### src/rtl/core/bbd_pkg.sv
// Shared types and constants of the bilinear Bayer demosaic core.
package bbd_pkg;

  localparam int PIX_W        = 8;
  localparam int CFG_IDX_W    = 2;
  localparam int CFG_DATA_W   = 12;
  localparam int WIDTH_REG_W  = 11;
  localparam int HEIGHT_REG_W = 12;

  // register indexes on the config port
  localparam logic [CFG_IDX_W-1:0] REG_WIDTH  = 2'd0;
  localparam logic [CFG_IDX_W-1:0] REG_HEIGHT = 2'd1;

  // input word kinds
  localparam logic MODE_PIXEL = 1'b0;
  localparam logic MODE_DRAIN = 1'b1;

  // frame size after reset, and smallest legal size
  localparam int RST_WIDTH  = 390;
  localparam int RST_HEIGHT = 300;
  localparam int MIN_DIM    = 3;

  // result buffer depth (also the credit limit on the input)
  localparam int OUT_DEPTH = 4;

  // GRBG site codes, {odd row, odd column}
  localparam logic [1:0] SITE_GR = 2'b00;
  localparam logic [1:0] SITE_R  = 2'b01;
  localparam logic [1:0] SITE_B  = 2'b10;
  localparam logic [1:0] SITE_GB = 2'b11;

  // 3x3 neighborhood, [row][column], column 2 newest
  typedef logic [2:0][2:0][PIX_W-1:0] bbd_win_t;

  // one line store entry: two rows back and one row back
  typedef struct packed {
    logic [PIX_W-1:0] upper;
    logic [PIX_W-1:0] middle;
  } bbd_lines_t;

  // position flags of the pixel being emitted
  typedef struct packed {
    logic top_m;
    logic bot_m;
    logic left_m;
    logic right_m;
    logic odd_row;
    logic odd_col;
    logic last;
  } bbd_pos_t;

  // one output word
  typedef struct packed {
    logic [PIX_W-1:0] red;
    logic [PIX_W-1:0] green;
    logic [PIX_W-1:0] blue;
    logic             frame_end;
  } bbd_pix_t;

endpackage

### src/rtl/core/bbd_interp.sv
// Bilinear interpolation of one GRBG pixel from its mirrored 3x3 window.
module bbd_interp (
  input  bbd_pkg::bbd_win_t win,
  input  bbd_pkg::bbd_pos_t pos,
  output bbd_pkg::bbd_pix_t pix
);
  import bbd_pkg::*;

  logic [1:0]       rt, rb, cl, cr;
  logic [PIX_W:0]   hsum, vsum;
  logic [PIX_W+1:0] xsum, dsum;
  logic [PIX_W-1:0] hor, ver, crs, dia, ctr;

  // mirror: missing neighbor row/column is replaced by the opposite one
  assign rt = pos.top_m   ? 2'd2 : 2'd0;
  assign rb = pos.bot_m   ? 2'd0 : 2'd2;
  assign cl = pos.left_m  ? 2'd2 : 2'd0;
  assign cr = pos.right_m ? 2'd0 : 2'd2;

  assign hsum = {1'b0, win[1][cl]} + {1'b0, win[1][cr]};
  assign vsum = {1'b0, win[rt][1]} + {1'b0, win[rb][1]};
  assign xsum = {1'b0, hsum} + {1'b0, vsum};
  assign dsum = {2'b0, win[rt][cl]} + {2'b0, win[rt][cr]}
              + {2'b0, win[rb][cl]} + {2'b0, win[rb][cr]};

  assign hor = hsum[PIX_W:1];
  assign ver = vsum[PIX_W:1];
  assign crs = xsum[PIX_W+1:2];
  assign dia = dsum[PIX_W+1:2];
  assign ctr = win[1][1];

  always_comb begin
    pix.frame_end = pos.last;
    case ({pos.odd_row, pos.odd_col})
      SITE_GR: begin
        pix.red = hor; pix.green = ctr; pix.blue = ver;
      end
      SITE_GB: begin
        pix.red = ver; pix.green = ctr; pix.blue = hor;
      end
      SITE_R: begin
        pix.red = ctr; pix.green = crs; pix.blue = dia;
      end
      SITE_B: begin
        pix.red = dia; pix.green = crs; pix.blue = ctr;
      end
      default: begin
        pix.red = hor; pix.green = ctr; pix.blue = ver;
      end
    endcase
  end

endmodule

### config.mk
export PLATFORM = sky130hd
export DESIGN_NAME = bbd_interp
export DESIGN_NICKNAME = d
export VERILOG_FILES = /design/src/rtl/core/bbd_pkg.sv /design/src/rtl/core/bbd_interp.sv
export SDC_FILE = /design/constraint.sdc
export NUM_CORES = 1
export LEC_CHECK = 0
export BUFFER_PORTS_ARGS = -buffer_cell sky130_fd_sc_hd__buf_2
export CAP_MARGIN = 30
export CORE_MARGIN = 5
export CORE_UTILIZATION = 40
export DETAILED_ROUTE_END_ITERATION = 7
export PLACE_DENSITY = 0.65
export SYNTH_ARGS = -nofsm -noshare
export SYNTH_HDL_FRONTEND = slang
export SYNTH_SLANG_ARGS = --single-unit
### constraint.sdc
create_clock -name vclk -period 15.16
set_input_delay 3.79 -clock vclk [all_inputs]
set_output_delay 3.79 -clock vclk [all_outputs]
set_load 0.05 [all_outputs]
# Word level (Yosys, flattened, before mapping)
# Index checks and enable logic that the tools add are counted.
# classes
magnitude_cmp	4
n_mux	21
reduce_logical	1
eq_ne	3
n_addsub	6
# op_table
cell	n
binary-select mux 24 bit (select 2 bit)	2
binary-select mux 8 bit (select 2 bit)	6
case mux 24 bit (4 select lines)	1
2-to-1 mux 24 bit	2
2-to-1 mux 8 bit	6
adder 8 x 8 -> 9 bit	3
less-than comparator 2 x 3 -> 1 bit (second input constant)	4
adder 10 x 8 -> 10 bit	1
adder 9 x 8 -> 10 bit	1
adder 9 x 9 -> 10 bit	1
2-to-1 mux 2 bit	4
equality test 2 bit (second input constant)	2
equality test 2 x 1 -> 1 bit (second input constant)	1
zero test 2 bit	1
# word_totals
register_bits	0
wordCells	35
input_bits	79

# Longest topological paths before layout
# logic_depth
ltp_word	9
depth_mapped	17
ltp_nobuf	14

# Worst setup path before layout
# Ideal clock, no wire load.
# synth_timing
path_type	in2out
start	input pos[5] in the netlist's numbering
end	output pix[23] in the netlist's numbering
required_time_ns	11.370
path_buffers	2
arrival_time_ns	8.428
stages	14
slack_ns	2.942
cell_sequence	buf_6 -> clkbuf_1 -> mux4_2 -> inv_1 -> fa_1 -> fa_1 -> inv_1 -> ha_1 -> a21o_1 -> a31oi_4 -> o21a_2 -> o21ai_0 -> xnor2_1 -> a221oi_1
# synth_rtl
element	line_no	source
from (decl)	bbd_interp.sv:4	input bbd_pkg::bbd_pos_t pos,
to (decl)	bbd_interp.sv:5	output bbd_pkg::bbd_pix_t pix

==> qor.txt <==
DRT Wirelength - 8550 um
Pre-Repair DR Iteration Count - 4
Synth Area in Compound Gates - 14.8%
routed length per instance - 16.5 um
chip width - 100 um
Hold Path Cell Cnt - 0
core area - 8090 sq um
Chip Height - 100 um
synthesized area - 3260 sq um
Nets - 543
CP startpoint - pos[5]
Placed Area - 3820 sq um
Worst Path Max Fanout - 24
critical path class - in -> out
vias in the first global route - 3,148
Sequential Area - 0 sq um
met3 usage - 1.53%
via density per instance - 5.60
type of the tightest min-delay check - in -> out
Hold-fix buffers, CTS - 0
grt met1 use - 23.4%
crit start category - input pin
power per cell area - 129 nW/um^2
Via Count - 2,907
drt drc - 0
IO Pins - 104
WHS Endpoint - pix[0]
final instance area - 3820 sq um
Worst slew margin - 51.3%
WHS - 7.58 ns
warnings from Yosys - 0
Post-Synth Simple-Gate Area - 4.65%
Peak Freq - 84.2 MHz
initial antenna violation count - 1
Lkg Pwr - 0.00181 uW
Total Power - 493 uW
XOR/XNOR Fraction of Synth Area - 6.34%
Syn Inst Count - 330
first-pass GRT wire length - 14,600 um
number of distinct library cells after synthesis - 41
Hold Violations, Final - 0
Req. time, crit path - 11.37 ns
min-delay src - pos[0]
fillcell total - 838
Final TNS setup - 0 ns
global route overflow - 0
crit path time final - 11.88 ns
largest family of logic cells by synthesized area - multiplexers
Setup crit end kind - primary output
row count - 33
Pins Over Slew Limit - 0
share of cells above drive strength 1 - 45.3%
sequential-to-total area share from yosys stat - 0%
Placed Cells - 518
RSZ-0062 raised after global routing - false
largest net degree at the start of global routing - 25
HPWL after DPL - 7310 um
Synth Area per Inst - 9.87 sq um
adder-cell share of the synthesized area - 23.0%
Final GP Congestion - 0.806
status - finished clean
number of routed nets with antenna violations - 0
ratio of final minimum period to clock period - 78.4%
total die area - 10,100 sq um
count of input and output buffers - 102
GR Util met2 - 31.6%
num sequential - 0
area grow syn2layout - 17.2%
drt first-iter violations - 66
Worst EP arrival - 8.09 ns
final cell count without fillers - 519
Initial Utilization - 40.3%
syn nets - 458
Worst IR Drop VDD - 131 uV
worst slew pin tran - 0.731 ns
endpoints failing setup - 0
post-synthesis mux area share - 42.1%
max-cap viol count - 0
GR Util All Layers - 17.4%
Resize count post-CTS - 0
setup bufs post-CTS - 0
GRT busiest layer - met2
# clk buffers - 0
==> metrics by stage <==
step / util [%] / setup slack (ns)
2_1_floorplan: - / 2.94
3_3_place_gp: 47.2 / 3.31
3_5_place_dp: 47.2 / 3.24
4_1_cts: 47.2 / 3.24
5_1_grt: 47.2 / 2.96
6_report: 47.2 / 3.28
==> worst max-delay path by stage <==
stage	to	slack [ns]	cells past startpoint
floorplan	pix[23]	2.94	14
global placement	pix[22]	3.31	14
detailed placement	pix[22]	3.24	15
CTS	pix[22]	3.24	14
global route	pix[22]	2.96	14
finish	pix[22]	3.28	14
==> kinds of logic after synthesis <==
kind of cell             after synthesis
multiplexers                          78
buffers and inverters                 76
AO/OA/AOI/OAI                         74
adder cells (fa/ha/maj)               49
AND/OR/NAND/NOR                       31
XOR/XNOR                              22
==> Yosys cell counts, drive strengths merged, types with 3 or more instances <==
| cell type | n | area share, % |
|---|---|---|
| a211o | 3 | 0.81 |
| a211oi | 3 | 0.84 |
| a21o | 8 | 1.8 |
| a21oi | 28 | 4.3 |
| buf | 5 | 0.92 |
| clkbuf | 14 | 1.6 |
| fa | 18 | 11 |
| ha | 31 | 12 |
| inv | 57 | 6.6 |
| mux2 | 33 | 11 |
| mux4 | 44 | 30 |
| nand2 | 9 | 1.0 |
| nor2 | 11 | 1.3 |
| nor2b | 3 | 0.58 |
| o21a | 3 | 0.73 |
| o21ai | 13 | 2.0 |
| o21bai | 5 | 1.2 |
| xnor2 | 14 | 3.8 |
| xor2 | 7 | 1.9 |
==> worst max-delay path: stages <==
cell and delay (ns):
buf_2 0.56, mux4_2 0.58, inv_1 0.09, fa_1 0.42
fa_1 0.55, inv_1 0.07, fa_1 0.46, a21o_1 0.17
a21oi_1 0.22, o21bai_1 0.09, a21oi_1 0.24, xnor2_1 0.15
mux4_2 0.47, buf_2 0.22
==> power breakdown <==
group | internal, uW | switching, uW | total (uW)
clock network | 0.00000883 | 0 | 0.00000884
registers | 0 | 0 | 0
logic | 185 | 307 | 493
==> cell type report <==
cell class | count | area [sq um] | area share, %
Tap cell | 105 | 131 | 3.44
Timing Repair Buffer | 102 | 510 | 13.4
Inverter | 57 | 214 | 5.60
Multi-Input combinational cell | 254 | 2960 | 77.5
Antenna cell | 1 | 2.50 | 0.0655
==> metal layers <==
| layer | vias to the layer above | routed length (um) |
|---|---|---|
| met5 | - | 0 |
| met4 | 0 | 36 |
| met3 | 4 | 504 |
| met2 | 89 | 4380 |
| met1 | 1428 | 3640 |
| li1 | 1386 | - |
==> cells in the final DEF (no fill, tap or decap), types with 2 or more instances in the layout <==
master and instances:
o21bai_1 5, inv_1 56, nand2_1 9, mux4_2 44, o21a_1 2, a211oi_1 2
xor2_1 7, buf_2 102, o21ai_0 13, a221oi_1 2, ha_1 31, nor2_1 11
a211o_1 3, a22oi_1 2, a21oi_1 28, mux2_2 33, a31o_2 2, a21o_1 8
nor2b_1 3, fa_1 18, nand3b_1 2, xnor2_1 14
(Power assumes the default switching activity.)
